[src/sv/selective_repeat_send_window_assert.svh]
// Assertion macros shared by the window sender.
`ifndef SELECTIVE_REPEAT_SEND_WINDOW_ASSERT_SVH
`define SELECTIVE_REPEAT_SEND_WINDOW_ASSERT_SVH

// Expression holds at every clock edge outside reset.
`define SRSW_ASSERT_HOLDS(label, clk, rst, expr) \
   label: assert property (@(posedge clk) disable iff (rst) (expr)) \
      else $error("srsw: invariant violated");

// Antecedent at one edge implies consequent at the next edge.
`define SRSW_ASSERT_NEXT(label, clk, rst, ante, cons) \
   label: assert property (@(posedge clk) disable iff (rst) (ante) |=> (cons)) \
      else $error("srsw: next-cycle implication violated");

`endif

[src/sv/srsw_pkg.sv]
package srsw_pkg;

   localparam int WINDOW_PACKETS_DEF = 10;
   localparam int PAYLOAD_MAX_DEF    = 500;

   localparam int OP_W      = 2;
   localparam int KIND_W    = 2;
   localparam int SEQ_W     = 7;
   localparam int BYTE_W    = 13;
   localparam int LEN_W     = 9;
   localparam int LIMIT_W   = 8;
   localparam int CSR_IDX_W = 2;
   localparam int CSR_DAT_W = 8;

   localparam logic [CSR_IDX_W-1:0] CSR_TIMEOUT_LIMIT = 2'd0;
   localparam logic [CSR_IDX_W-1:0] CSR_WRAP_BASE     = 2'd1;

   localparam logic [LIMIT_W-1:0] TIMEOUT_LIMIT_RST = 8'd100;
   localparam logic [SEQ_W-1:0]   WRAP_BASE_RST     = 7'd100;
   localparam logic [LIMIT_W-1:0] RUN_MAX           = 8'hFF;

   typedef enum logic [OP_W-1:0] {
      OP_LOAD    = 2'd0,
      OP_ACK     = 2'd1,
      OP_TIMEOUT = 2'd2
   } op_type;

   typedef enum logic [KIND_W-1:0] {
      KIND_SEND = 2'd0,
      KIND_DONE = 2'd1,
      KIND_DEAD = 2'd2
   } kind_type;

   typedef enum logic [1:0] {
      ST_IDLE,
      ST_DIVIDE,
      ST_SCAN
   } state_type;

endpackage

[src/sv/srsw_req_if.sv]
interface srsw_req_if;
   logic                        valid;
   logic                        ready;
   logic [srsw_pkg::OP_W-1:0]   opcode;
   logic [srsw_pkg::BYTE_W-1:0] byte_count;
   logic                        final_window;
   logic [srsw_pkg::SEQ_W-1:0]  ack_seq;

   modport source (output valid, opcode, byte_count, final_window, ack_seq, input ready);
   modport sink (input valid, opcode, byte_count, final_window, ack_seq, output ready);
endinterface

[src/sv/srsw_rsp_if.sv]
interface srsw_rsp_if;
   logic                        valid;
   logic                        ready;
   logic [srsw_pkg::KIND_W-1:0] kind;
   logic [srsw_pkg::SEQ_W-1:0]  seq_number;
   logic [srsw_pkg::BYTE_W-1:0] byte_offset;
   logic [srsw_pkg::LEN_W-1:0]  payload_len;
   logic                        end_of_file;
   logic                        run_last;

   modport source (output valid, kind, seq_number, byte_offset, payload_len, end_of_file,
                   run_last, input ready);
   modport sink (input valid, kind, seq_number, byte_offset, payload_len, end_of_file,
                 run_last, output ready);
endinterface

[src/sv/srsw_csr_if.sv]
interface srsw_csr_if;
   logic                           valid;
   logic                           ready;
   logic [srsw_pkg::CSR_IDX_W-1:0] index;
   logic [srsw_pkg::CSR_DAT_W-1:0] data;

   modport source (output valid, index, data, input ready);
   modport sink (input valid, index, data, output ready);
endinterface

[src/sv/selective_repeat_send_window.sv]
// Selective-repeat send window. Each req transfer carries one command: load a window (split
// into packets of PAYLOAD_MAX bytes, clamped to WINDOW_PACKETS packets), record an ack, or
// handle an ack-wait timeout (fail, finish the window, or resend every unacked packet).
// Results leave on rsp one transfer at a time through an output register; run_last marks the
// last result of a command. An ack, or a timeout that fails or finishes the window, is handled
// in the idle state alone. A load splits the byte count with a single subtractor that peels
// off one packet per cycle before the scan; a resend scan visits at most WINDOW_PACKETS slots,
// one slot per cycle, stretched by any rsp stall.
// req is not ready while a load divides or a scan runs. csr writes are taken every cycle and
// must only be issued while the block is idle; index 0 is timeout_limit, 1 is wrap_base.
`include "selective_repeat_send_window_assert.svh"

module selective_repeat_send_window #(
   parameter int WINDOW_PACKETS = srsw_pkg::WINDOW_PACKETS_DEF,
   parameter int PAYLOAD_MAX    = srsw_pkg::PAYLOAD_MAX_DEF
) (
   input  logic         clock,
   input  logic         reset,
   srsw_req_if.sink     req,
   srsw_rsp_if.source   rsp,
   srsw_csr_if.sink     csr
);

   localparam int PKT_W  = $clog2(WINDOW_PACKETS + 1);
   localparam int IDX_W  = $clog2(WINDOW_PACKETS);
   localparam int TAIL_W = $clog2(PAYLOAD_MAX + 1);

   localparam logic [31:0] CAP_BYTES = 32'(WINDOW_PACKETS * PAYLOAD_MAX);
   localparam logic [srsw_pkg::BYTE_W-1:0] PM_BYTES = srsw_pkg::BYTE_W'(PAYLOAD_MAX);
   localparam logic [srsw_pkg::LEN_W-1:0]  PM_LEN   = srsw_pkg::LEN_W'(PAYLOAD_MAX);
   localparam logic [srsw_pkg::SEQ_W-1:0]  WP_SEQ   = srsw_pkg::SEQ_W'(WINDOW_PACKETS);
   localparam logic [PKT_W-1:0]            PKT_ONE  = PKT_W'(1);

   // control state
   srsw_pkg::state_type state_ff, state_in;
   logic [srsw_pkg::LIMIT_W-1:0] limit_ff, limit_in;
   logic [srsw_pkg::SEQ_W-1:0]   wrap_ff, wrap_in;
   logic [srsw_pkg::SEQ_W-1:0]   base_ff, base_in;
   logic [WINDOW_PACKETS-1:0]    ack_map_ff, ack_map_in;
   logic [PKT_W-1:0]             acked_ff, acked_in;
   logic [PKT_W-1:0]             total_ff, total_in;
   logic [TAIL_W-1:0]            tail_ff, tail_in;
   logic                         eof_ff, eof_in;
   logic [srsw_pkg::LIMIT_W-1:0] run_ff, run_in;

   // sequencer working registers
   logic [srsw_pkg::BYTE_W-1:0]  rem_ff, rem_in;
   logic [PKT_W-1:0]             scan_ff, scan_in;
   logic [srsw_pkg::BYTE_W-1:0]  offset_ff, offset_in;

   // output register
   logic                         out_valid_ff, out_valid_in;
   srsw_pkg::kind_type           out_kind_ff, out_kind_in;
   logic [srsw_pkg::SEQ_W-1:0]   out_seq_ff, out_seq_in;
   logic [srsw_pkg::BYTE_W-1:0]  out_offset_ff, out_offset_in;
   logic [srsw_pkg::LEN_W-1:0]   out_len_ff, out_len_in;
   logic                         out_eof_ff, out_eof_in;
   logic                         out_last_ff, out_last_in;

   logic out_free;
   logic req_fire;
   logic load_fire;
   logic csr_fire;

   // ack decode
   logic [srsw_pkg::SEQ_W-1:0] ack_diff;
   logic [IDX_W-1:0]           ack_idx;
   logic                       ack_hit;

   // timeout decode
   logic [srsw_pkg::LIMIT_W-1:0] run_inc;
   logic                         timed_out;
   logic                         window_full;
   logic                         timeout_scan;

   // load clamp
   logic [srsw_pkg::BYTE_W-1:0] clamped;

   // scan decode
   logic [WINDOW_PACKETS-1:0] vmask;
   logic [WINDOW_PACKETS-1:0] pend;
   logic [WINDOW_PACKETS-1:0] later;
   logic [IDX_W-1:0]          scan_idx;
   logic                      scan_done;
   logic                      scan_tail;
   logic                      no_later;

   // A slot of the output register is free when empty or being drained this cycle.
   assign out_free  = !out_valid_ff || rsp.ready;
   assign req.ready = (state_ff == srsw_pkg::ST_IDLE) && out_free;
   assign req_fire  = req.valid && req.ready;
   assign load_fire = req_fire && (req.opcode == srsw_pkg::OP_LOAD);
   assign csr.ready = 1'b1;
   assign csr_fire  = csr.valid && csr.ready;

   assign rsp.valid       = out_valid_ff;
   assign rsp.kind        = out_kind_ff;
   assign rsp.seq_number  = out_seq_ff;
   assign rsp.byte_offset = out_offset_ff;
   assign rsp.payload_len = out_len_ff;
   assign rsp.end_of_file = out_eof_ff;
   assign rsp.run_last    = out_last_ff;

   // Ack counts only inside the loaded part of the window and only once per packet.
   assign ack_diff = req.ack_seq - base_ff;
   assign ack_idx  = ack_diff[IDX_W-1:0];
   assign ack_hit  = (req.ack_seq >= base_ff) && (ack_diff < srsw_pkg::SEQ_W'(total_ff))
                     && !ack_map_ff[ack_idx];

   // Saturate the timeout run; compare the advanced count against the limit.
   assign run_inc      = (run_ff == srsw_pkg::RUN_MAX) ? run_ff : run_ff + 8'd1;
   assign timed_out    = run_inc > limit_ff;
   assign window_full  = acked_ff == total_ff;
   assign timeout_scan = (req.opcode == srsw_pkg::OP_TIMEOUT) && !timed_out
                         && (total_ff != '0) && !window_full;

   assign clamped = (32'(req.byte_count) > CAP_BYTES) ? CAP_BYTES[srsw_pkg::BYTE_W-1:0]
                                                       : req.byte_count;

   // Mark the packets that exist in the current window.
   always_comb begin
      for (int j = 0; j < WINDOW_PACKETS; j++) begin
         vmask[j] = PKT_W'(j) < total_ff;
      end
   end

   // A slot is the last result when no unacked packet sits above it.
   assign pend      = ~ack_map_ff & vmask;
   assign later     = pend >> scan_ff;
   assign no_later  = (later >> 1) == '0;
   assign scan_idx  = scan_ff[IDX_W-1:0];
   assign scan_done = scan_ff == total_ff;
   assign scan_tail = (scan_ff + PKT_ONE) == total_ff;

   // Next state.
   always_comb begin
      state_in = state_ff;
      unique case (state_ff)
         srsw_pkg::ST_IDLE: begin
            if (req_fire) begin
               if (req.opcode == srsw_pkg::OP_LOAD) begin
                  state_in = srsw_pkg::ST_DIVIDE;
               end else if (timeout_scan) begin
                  state_in = srsw_pkg::ST_SCAN;
               end
            end
         end
         srsw_pkg::ST_DIVIDE: begin
            if (rem_ff <= PM_BYTES) begin
               state_in = (rem_ff == '0) ? srsw_pkg::ST_IDLE : srsw_pkg::ST_SCAN;
            end
         end
         srsw_pkg::ST_SCAN: begin
            if (out_free && scan_done) begin
               state_in = srsw_pkg::ST_IDLE;
            end
         end
         default: state_in = srsw_pkg::ST_IDLE;
      endcase
   end

   // Datapath and result generation.
   always_comb begin
      limit_in      = limit_ff;
      wrap_in       = wrap_ff;
      base_in       = base_ff;
      ack_map_in    = ack_map_ff;
      acked_in      = acked_ff;
      total_in      = total_ff;
      tail_in       = tail_ff;
      eof_in        = eof_ff;
      run_in        = run_ff;
      rem_in        = rem_ff;
      scan_in       = scan_ff;
      offset_in     = offset_ff;
      out_valid_in  = out_valid_ff && !rsp.ready;
      out_kind_in   = out_kind_ff;
      out_seq_in    = out_seq_ff;
      out_offset_in = out_offset_ff;
      out_len_in    = out_len_ff;
      out_eof_in    = out_eof_ff;
      out_last_in   = out_last_ff;

      if (csr_fire) begin
         unique case (csr.index)
            srsw_pkg::CSR_TIMEOUT_LIMIT: limit_in = csr.data[srsw_pkg::LIMIT_W-1:0];
            srsw_pkg::CSR_WRAP_BASE:     wrap_in  = csr.data[srsw_pkg::SEQ_W-1:0];
            default: ;
         endcase
      end

      unique case (state_ff)
         srsw_pkg::ST_IDLE: begin
            if (req_fire) begin
               unique case (srsw_pkg::op_type'(req.opcode))
                  srsw_pkg::OP_LOAD: begin
                     rem_in     = clamped;
                     total_in   = '0;
                     acked_in   = '0;
                     ack_map_in = '0;
                     tail_in    = '0;
                     eof_in     = req.final_window;
                  end
                  srsw_pkg::OP_ACK: begin
                     run_in = '0;
                     if (ack_hit) begin
                        ack_map_in[ack_idx] = 1'b1;
                        acked_in            = acked_ff + PKT_ONE;
                     end
                  end
                  srsw_pkg::OP_TIMEOUT: begin
                     run_in = run_inc;
                     if (timed_out) begin
                        out_valid_in  = 1'b1;
                        out_kind_in   = srsw_pkg::KIND_DEAD;
                        out_seq_in    = '0;
                        out_offset_in = '0;
                        out_len_in    = '0;
                        out_eof_in    = 1'b0;
                        out_last_in   = 1'b1;
                     end else if ((total_ff != '0) && window_full) begin
                        // Report done, then advance or wrap the base and retire the window.
                        out_valid_in  = 1'b1;
                        out_kind_in   = srsw_pkg::KIND_DONE;
                        out_seq_in    = base_ff;
                        out_offset_in = '0;
                        out_len_in    = '0;
                        out_eof_in    = 1'b0;
                        out_last_in   = 1'b1;
                        base_in       = (base_ff == wrap_ff) ? '0 : base_ff + WP_SEQ;
                        total_in      = '0;
                        acked_in      = '0;
                        ack_map_in    = '0;
                     end else if (timeout_scan) begin
                        scan_in   = '0;
                        offset_in = '0;
                     end
                  end
                  default: ;
               endcase
            end
         end
         srsw_pkg::ST_DIVIDE: begin
            // Peel one full packet per cycle; the remainder becomes the tail.
            if (rem_ff > PM_BYTES) begin
               rem_in   = rem_ff - PM_BYTES;
               total_in = total_ff + PKT_ONE;
            end else begin
               if (rem_ff != '0) begin
                  total_in = total_ff + PKT_ONE;
                  tail_in  = TAIL_W'(rem_ff);
               end
               scan_in   = '0;
               offset_in = '0;
            end
         end
         srsw_pkg::ST_SCAN: begin
            // Visit one slot per cycle while the output register is free; emit a descriptor for each unacked packet.
            if (out_free && !scan_done) begin
               scan_in   = scan_ff + PKT_ONE;
               offset_in = offset_ff + PM_BYTES;
               if (!ack_map_ff[scan_idx]) begin
                  out_valid_in  = 1'b1;
                  out_kind_in   = srsw_pkg::KIND_SEND;
                  out_seq_in    = base_ff + srsw_pkg::SEQ_W'(scan_ff);
                  out_offset_in = offset_ff;
                  out_len_in    = scan_tail ? srsw_pkg::LEN_W'(tail_ff) : PM_LEN;
                  out_eof_in    = scan_tail && eof_ff;
                  out_last_in   = no_later;
               end
            end
         end
         default: ;
      endcase
   end

   always_ff @(posedge clock) begin
      if (reset) begin
         state_ff     <= srsw_pkg::ST_IDLE;
         limit_ff     <= srsw_pkg::TIMEOUT_LIMIT_RST;
         wrap_ff      <= srsw_pkg::WRAP_BASE_RST;
         base_ff      <= '0;
         ack_map_ff   <= '0;
         acked_ff     <= '0;
         total_ff     <= '0;
         tail_ff      <= '0;
         eof_ff       <= 1'b0;
         run_ff       <= '0;
         out_valid_ff <= 1'b0;
      end else begin
         state_ff     <= state_in;
         limit_ff     <= limit_in;
         wrap_ff      <= wrap_in;
         base_ff      <= base_in;
         ack_map_ff   <= ack_map_in;
         acked_ff     <= acked_in;
         total_ff     <= total_in;
         tail_ff      <= tail_in;
         eof_ff       <= eof_in;
         run_ff       <= run_in;
         out_valid_ff <= out_valid_in;
      end
   end

   always_ff @(posedge clock) begin
      rem_ff        <= rem_in;
      scan_ff       <= scan_in;
      offset_ff     <= offset_in;
      out_kind_ff   <= out_kind_in;
      out_seq_ff    <= out_seq_in;
      out_offset_ff <= out_offset_in;
      out_len_ff    <= out_len_in;
      out_eof_ff    <= out_eof_in;
      out_last_ff   <= out_last_in;
   end

   // The ack count always equals the number of marked packets.
   `SRSW_ASSERT_HOLDS(a_ack_count, clock, reset, $countones(ack_map_ff) == int'(acked_ff))
   // No packet beyond the loaded count is ever marked acked.
   `SRSW_ASSERT_HOLDS(a_ack_in_window, clock, reset, (ack_map_ff & ~vmask) == '0)
   // Acks never outnumber packets.
   `SRSW_ASSERT_HOLDS(a_acked_bound, clock, reset, acked_ff <= total_ff)
   // A load transfer always starts the packet split.
   `SRSW_ASSERT_NEXT(a_load_divides, clock, reset, load_fire, state_ff == srsw_pkg::ST_DIVIDE)

endmodule
[src/flat_wrapper.sv]
// flat-port wrapper written by rule: the top's interface ports become plain ports
module selective_repeat_send_window_flat 
#(
   parameter int WINDOW_PACKETS = srsw_pkg::WINDOW_PACKETS_DEF,
   parameter int PAYLOAD_MAX    = srsw_pkg::PAYLOAD_MAX_DEF
)
  (clock, reset, req_valid, req_opcode, req_byte_count, req_final_window, req_ack_seq, req_ready, rsp_valid, rsp_kind, rsp_seq_number, rsp_byte_offset, rsp_payload_len, rsp_end_of_file, rsp_run_last, rsp_ready, csr_valid, csr_index, csr_data, csr_ready);
  srsw_req_if req_i ();
  srsw_rsp_if rsp_i ();
  srsw_csr_if csr_i ();
  input  logic clock;
  input  logic reset;
  input wire logic [$bits(req_i.valid)-1:0] req_valid;
  input wire logic [$bits(req_i.opcode)-1:0] req_opcode;
  input wire logic [$bits(req_i.byte_count)-1:0] req_byte_count;
  input wire logic [$bits(req_i.final_window)-1:0] req_final_window;
  input wire logic [$bits(req_i.ack_seq)-1:0] req_ack_seq;
  output wire logic [$bits(req_i.ready)-1:0] req_ready;
  output wire logic [$bits(rsp_i.valid)-1:0] rsp_valid;
  output wire logic [$bits(rsp_i.kind)-1:0] rsp_kind;
  output wire logic [$bits(rsp_i.seq_number)-1:0] rsp_seq_number;
  output wire logic [$bits(rsp_i.byte_offset)-1:0] rsp_byte_offset;
  output wire logic [$bits(rsp_i.payload_len)-1:0] rsp_payload_len;
  output wire logic [$bits(rsp_i.end_of_file)-1:0] rsp_end_of_file;
  output wire logic [$bits(rsp_i.run_last)-1:0] rsp_run_last;
  input wire logic [$bits(rsp_i.ready)-1:0] rsp_ready;
  input wire logic [$bits(csr_i.valid)-1:0] csr_valid;
  input wire logic [$bits(csr_i.index)-1:0] csr_index;
  input wire logic [$bits(csr_i.data)-1:0] csr_data;
  output wire logic [$bits(csr_i.ready)-1:0] csr_ready;
  assign req_i.valid = req_valid;
  assign req_i.opcode = req_opcode;
  assign req_i.byte_count = req_byte_count;
  assign req_i.final_window = req_final_window;
  assign req_i.ack_seq = req_ack_seq;
  assign req_ready = req_i.ready;
  assign rsp_valid = rsp_i.valid;
  assign rsp_kind = rsp_i.kind;
  assign rsp_seq_number = rsp_i.seq_number;
  assign rsp_byte_offset = rsp_i.byte_offset;
  assign rsp_payload_len = rsp_i.payload_len;
  assign rsp_end_of_file = rsp_i.end_of_file;
  assign rsp_run_last = rsp_i.run_last;
  assign rsp_i.ready = rsp_ready;
  assign csr_i.valid = csr_valid;
  assign csr_i.index = csr_index;
  assign csr_i.data = csr_data;
  assign csr_ready = csr_i.ready;
  selective_repeat_send_window #(.WINDOW_PACKETS(WINDOW_PACKETS), .PAYLOAD_MAX(PAYLOAD_MAX)) u_core (.clock(clock), .reset(reset), .req(req_i), .rsp(rsp_i), .csr(csr_i));
endmodule
[config.mk]
export PLATFORM = sky130hd
export DESIGN_NAME = selective_repeat_send_window_flat
export DESIGN_NICKNAME = d
export VERILOG_FILES = /design/src/sv/srsw_pkg.sv /design/src/sv/srsw_req_if.sv /design/src/sv/srsw_rsp_if.sv /design/src/sv/srsw_csr_if.sv /design/src/sv/selective_repeat_send_window.sv /design/src/flat_wrapper.sv
export VERILOG_INCLUDE_DIRS = /design/src /design/src/sv
export SDC_FILE = /design/constraint.sdc
export NUM_CORES = 1
export LEC_CHECK = 0
export ABC_AREA = 1
export BUFFER_PORTS_ARGS = -buffer_cell sky130_fd_sc_hd__buf_2
export CAP_MARGIN = 10
export CORE_MARGIN = 5
export CORE_UTILIZATION = 54
export CTS_CLUSTER_SIZE = 25
export DETAILED_ROUTE_END_ITERATION = 8
export PLACE_DENSITY = 0.76
export SYNTH_ARGS = -nofsm -noshare
export SYNTH_HDL_FRONTEND = slang
export SYNTH_SLANG_ARGS = --single-unit
[constraint.sdc]
create_clock -name clock -period 5.37 [get_ports clock]
set_input_delay 1.074 -clock clock [delete_from_list [all_inputs] [get_ports clock]]
set_output_delay 1.074 -clock clock [all_outputs]
set_load 0.01 [all_outputs]
# [After elaboration in Yosys (flattened, before gate mapping)]
# Index checks and enable logic that the tools add are counted.
[totals] ff_bits=124 latch_bits=0 mem_bits_rw=0 rom_bits=0 input_bits=38 elab_cells=234 n_memories=0
[classes] addsub=9 n_mul=0 div=0 n_lt_le_gt_ge=19 n_eq_ne=32 shift=1 mux=105 bitwise=4 reduce_logical=44
[op_table] operator="$mux 13" count=17
[op_table] operator="$mux 9" count=11
[op_table] operator="$mux 4" count=13
[op_table] operator="$pmux 13 s2" count=2
[op_table] operator="$mux 7" count=7
[op_table] operator="$pmux 13 s3" count=1
[op_table] operator="$pmux 9 s2" count=2
[op_table] operator="$mux 10" count=3
[op_table] operator="$pmux 10 s3" count=1
[op_table] operator="$mux 2" count=12
[op_table] operator="$pmux 4 s3" count=2
[op_table] operator="$mux 1" count=21
[op_table] operator="$reduce_and 6->1" count=3
[op_table] operator="$lt 3x4->1 const A" count=4
[op_table] operator="$ne 2x1->1 const B" count=8
[op_table] operator="$ne 2x2->1 const B" count=8
[op_table] operator="$pmux 4 s2" count=2
[op_table] operator="$pmux 8 s2" count=1
[op_table] operator="$pmux 7 s2" count=1
[op_table] operator="$add 13x9->13 const B" count=1
[op_table] operator="$gt 13x13->1 const B" count=1
[op_table] operator="$gt 13x9->1 const B" count=1
[op_table] operator="$le 13x9->1 const B" count=1
[op_table] operator="$logic_and 1x1->1" count=13
[op_table] operator="47 further kinds" count=78

# [Depth between registers and ports, before layout]
[depth] depth_word=13 ltp_mapped=22

# [Least setup slack after synthesis]
# Ideal clock, no wire load.
[synth_path] path_type="flip-flop to flip-flop" start="register u_core.run_ff[0] (netlist name)" end="register u_core.out_offset_ff, in the netlist u_core.rsp.byte_offset[10], enable pin" setup_ns=0.497 arrival_ns=5.168 t_required_ns=4.873 setup_slack_ns=-0.295 path_stages_with_launch=19 period_less_slack_ns=5.665 path_cell_list="dfxtp_1 > ha_1 > nand2_1 > nor3_2 > nand2_1 > nor2_2 > mux2i_1 > clkinv_1 > ha_1 > nand2_1 > nand2_1 > nand2_1 > nand2_1 > nand2_1 > nand2_1 > nand2_1 > inv_1 > nor3_1 > nor4_1"
[synth_via] elab_chain_cells=5 elab_cells_between_ends=6
[synth_lines] element="start: declaration" line_no="selective_repeat_send_window.sv:44" source="logic [srsw_pkg::LIMIT_W-1:0] run_ff, run_in;"
[synth_lines] element="start signal: assignment" line_no="selective_repeat_send_window.sv:300" source="run_ff <= run_in;"
[synth_lines] element="$add 8x1->8 / $eq 8x8->1 (equally long branches)" line_no="selective_repeat_send_window.sv:111" source="assign run_inc = (run_ff == srsw_pkg::RUN_MAX) ? run_ff : run_ff + 8'd1;"
[synth_lines] element="$mux 8 (*)" line_no="selective_repeat_send_window.sv:111"
[synth_lines] element="$gt 8x8->1 (*)" line_no="selective_repeat_send_window.sv:112" source="assign timed_out = run_inc > limit_ff;"
[synth_lines] element="$ne 3x2->1 (no line) (*)"
[synth_lines] element="$reduce_and 6->1 (no line) (*)"
[synth_lines] element="end signal: assignment" line_no="selective_repeat_send_window.sv:311" source="out_offset_ff <= out_offset_in;"
[synth_lines] element="end: declaration" line_no="selective_repeat_send_window.sv:55" source="logic [srsw_pkg::BYTE_W-1:0] out_offset_ff, out_offset_in;"
# Mark *: on every way between the ends. The rest lies on a longest branch, timed or not.
# A chain may end at the register's enable or synchronous reset.

# [Final worst setup path]
[layout_path] start="register u_core.run_ff[0] (netlist name)" end="register u_core.out_offset_ff, in the netlist u_core.rsp.byte_offset[9], enable pin"
# The elaborated chain is that of the path after synthesis.

==> flow_summary.ini <==
[hold_path]
hold-path-endpoint = u_core.limit_ff[4]
min_path_type = reg2reg
hold_depth = 2
hp-start = u_core.limit_ff[4]

[logic_synthesis]
synth.distinct_cells = 52
syn-cell-area_um2 = 7180
synth_area_per_cell_um2 = 7.80
synthCells = 921
synth_warnings = 0
ys_ff_latch = 119
synth_seq_area_share_pct = 41.4

[place]
port_buffers = 70
post_dp_cell_area_um2 = 7610
dpl.hpwl_mm = 11.4
placed_cells = 1145
dp_slack_ns = 1.94
gp_routability_congestion = 0.924

[cells_and_area]
nets = 1064
multi_input_area_um2 = 3560
layout.cells.non_filler = 1177
diodes = 0
postLayoutCoreUtil_pct = 62.5
drive_above_1_share_pct = 15.9
fillers = 1192
fin_area_um2 = 8210
seq_area_um2 = 2970
area_growth_pct = 14.3

[grt]
grtUsageMet3_pct = 4.52
grt_usage_pct = 20.2
busiest_layer = met2
overflow = 0
grt_pass1_vias = 5649
grt_antenna_before_repair = 0
use_met2_pct = 34.1
grt_max_degree = 34
use_met1_pct = 25.5
grt_pass1_wl_mm = 26.2

[clock_network]
clk_latency_ns = 0.42
h-tree-depth = 4
ctsRootBufferMaster = clkbuf_16
cts.path.max_buffers = 2
clock-sinks = 119
cts_hold_buf = 0
post_cts_buffers = 0
clk_pin_slew_worst_paths_ns = 0.06
cts_tree = built
post_cts_resize_count = 0
cts_buffers = 17

[run]
drv_cap = 0

[worst_setup_path]
r2r_setup_slack_ns = 1.87
reg2reg_depth = 19
cp_data_required_time_ns = 5.45
worstSetupPathType = reg2reg
worst-path-max-fanout = 31
crit_path_end_kind = flop
r2r-start = u_core.run_ff[0]
critPathLaunch = u_core.run_ff[0]
cp_data_arrival_time_ns = 3.57
reg2reg_to = u_core.rsp.byte_offset[9]
worstSetupStartpointType = flop

[floorplan]
ios = 74
rows = 42
die_h_um = 125
floorplan.initialDensity_pct = 54.7
die_x_um = 125
core_um2 = 13100
dieArea_um2 = 15700

[routing]
dr.pass1.iters = 7
drtIter0Drc = 587
antenna_left = 0
wl_mm = 15.7
vias = 6188
wl_per_cell_um = 13.3
avgViaCountPerCell = 5.26
drc = 0

[timing]
final.setup.tns_ns = 0
fmax_mhz = 286
hold_viol = 0
rsz0062_at_grt = false
tightest_slew_ns = 1.16
setup_violations = 0
period_needed_ns = 3.50
setup_ws_ns = 1.87
finalCritPeriodShare_pct = 65.1
slew_headroom_pct = 22.6
slew_violations = 0
clock_skew_ns = 0.00728

[power]
peakVddDrop_mv = 0.210
p_leak_nw = 3.60
p_per_area_nw_per_um2 = 384

[status]
status = finished, final reports clean
[state kept, by name (all words and copies together), names as in the netlist, 2 cells and up]
name	count
u_core.rem_ff	13
u_core.offset_ff	11
u_core.rsp.byte_offset	11
u_core.ack_map_ff	10
u_core.rsp.payload_len	9
u_core.tail_ff	9
u_core.limit_ff	8
u_core.run_ff	8
u_core.rsp.seq_number	7
u_core.wrap_ff	7
u_core.base_ff	6
u_core.acked_ff	4
u_core.scan_ff	4
u_core.total_ff	4
u_core.rsp.kind	2
u_core.state_ff	2
[cells by family after synthesis]
logic type / share of synthesized area, %
multiplexers: 0.139
buffers and inverters: 9.30
other: 0.105
AO/OA/AOI/OAI: 12.9
XOR/XNOR: 3.41
AND/OR/NAND/NOR: 26.1
flip-flops: 41.4
adder cells (fa/ha/maj): 6.72
[synthesized netlist by cell type (all sizes together)]
cell type / n / area share (%)
buf: 14 / 1.8
nor3b: 3 / 0.31
o21ai: 59 / 4.2
conb: 2 / 0.10
nor2: 109 / 6.2
nor4: 2 / 0.17
o311ai: 1 / 0.12
mux2i: 1 / 0.14
fa: 1 / 0.28
and3: 3 / 0.26
nand4: 13 / 1.3
o31ai: 1 / 0.10
o32ai: 2 / 0.24
or2: 8 / 0.73
clkinv: 3 / 0.16
o21a: 1 / 0.10
edfxtp: 59 / 25
xnor2: 8 / 0.98
a211oi: 1 / 0.10
nand3: 57 / 4.8
a21o: 1 / 0.10
o221ai: 1 / 0.12
dfxtp: 60 / 17
o22ai: 3 / 0.26
a21oi: 83 / 6.4
xor2: 20 / 2.4
nand3b: 4 / 0.42
o211ai: 6 / 0.63
o2111ai: 2 / 0.24
inv: 128 / 6.7
and2: 1 / 0.087
nor3: 11 / 0.84
ha: 37 / 6.4
nand2: 201 / 11
clkbuf: 12 / 0.63
a31oi: 3 / 0.26
[metrics by stage]
stage	power, mW	hold slack (ns)
after floorplan	1.80	0.430
after global placement	2.00	0.452
after detailed placement	2.02	0.453
after CTS	3.17	0.467
after global routing	3.32	0.487
final	3.15	0.464
[worst max-delay path, cell delays in order, from the launching register on]
cell and delay, ns:
dfxtp_1 0.37, ha_1 0.18, nand2_1 0.13, nor3_2 0.25, nand2_1 0.11, nor2_2 0.19, mux2i_1 0.23, clkinv_1 0.11
ha_1 0.31, nand2_1 0.06, nand2_1 0.05, nand2_1 0.04, nand2_1 0.05, nand2_1 0.04, nand2_1 0.08, nand2_1 0.15
inv_1 0.11, nor3_1 0.07, nor4_4 0.20, buf_4 0.40
[report_power, final]
group / leakage [nW] / internal (mW) / switching (mW) / total (mW)
clock: 0.297 / 0.737 / 0.409 / 1.15
combinational: 2.27 / 0.253 / 0.548 / 0.801
sequential: 1.03 / 1.13 / 0.0801 / 1.21
total: 3.60 / 2.12 / 1.04 / 3.15
[cell usage in the layout, fill, tap and decap left out, types with 3 or more instances in the layout]
master	netlist	layout
a31oi_1	3	3
o22ai_1	3	3
inv_1	122	122
nand2_1	195	195
xor2_1	20	20
o211ai_1	6	6
nand2_2	4	4
or2_2	7	7
nor2_2	6	6
inv_2	6	6
a21oi_1	72	72
and3_1	3	3
nor3b_1	3	3
nand3_2	12	12
clkinv_2	0	6
nand3b_1	4	4
buf_2	2	70
edfxtp_1	59	59
nor2_1	101	101
nand4_1	12	12
nand3_1	45	45
dfxtp_1	60	60
o21ai_0	54	54
clkbuf_16	0	17
conb_1	2	4
bufinv_16	0	3
a21oi_2	11	11
clkinv_1	3	3
xnor2_1	8	8
nor3_1	10	10
o21ai_1	3	3
ha_1	37	37
[layout make-up]
cell class / instances / area share (%)
Sequential cell: 119 / 36.2
Multi-Input combinational cell: 647 / 43.4
Tap cell: 176 / 2.68
Clock inverter: 13 / 1.87
Inverter: 131 / 5.99
Timing Repair Buffer: 72 / 4.45
Clock buffer: 19 / 5.39
[worst max-delay path by stage]
stage / to / slack (ns) / cells after the start
after floorplan: u_core.rsp.byte_offset[10] / 0.98 / 18
after global placement: u_core.acked_ff[3] / 2.05 / 15
after detailed placement: u_core.rsp.run_last / 1.94 / 19
after CTS: u_core.rsp.byte_offset[6] / 1.90 / 19
after global routing: u_core.rsp.kind[1] / 1.54 / 19
final: u_core.rsp.byte_offset[9] / 1.87 / 19
[per-layer routing]
metal | vias to the layer above | routed length (µm)
li1 | 3162 | -
met1 | 2824 | 6920
met2 | 172 | 7630
met3 | 30 | 775
met4 | 0 | 336
met5 | - | 0
(Power assumes the default switching activity.)
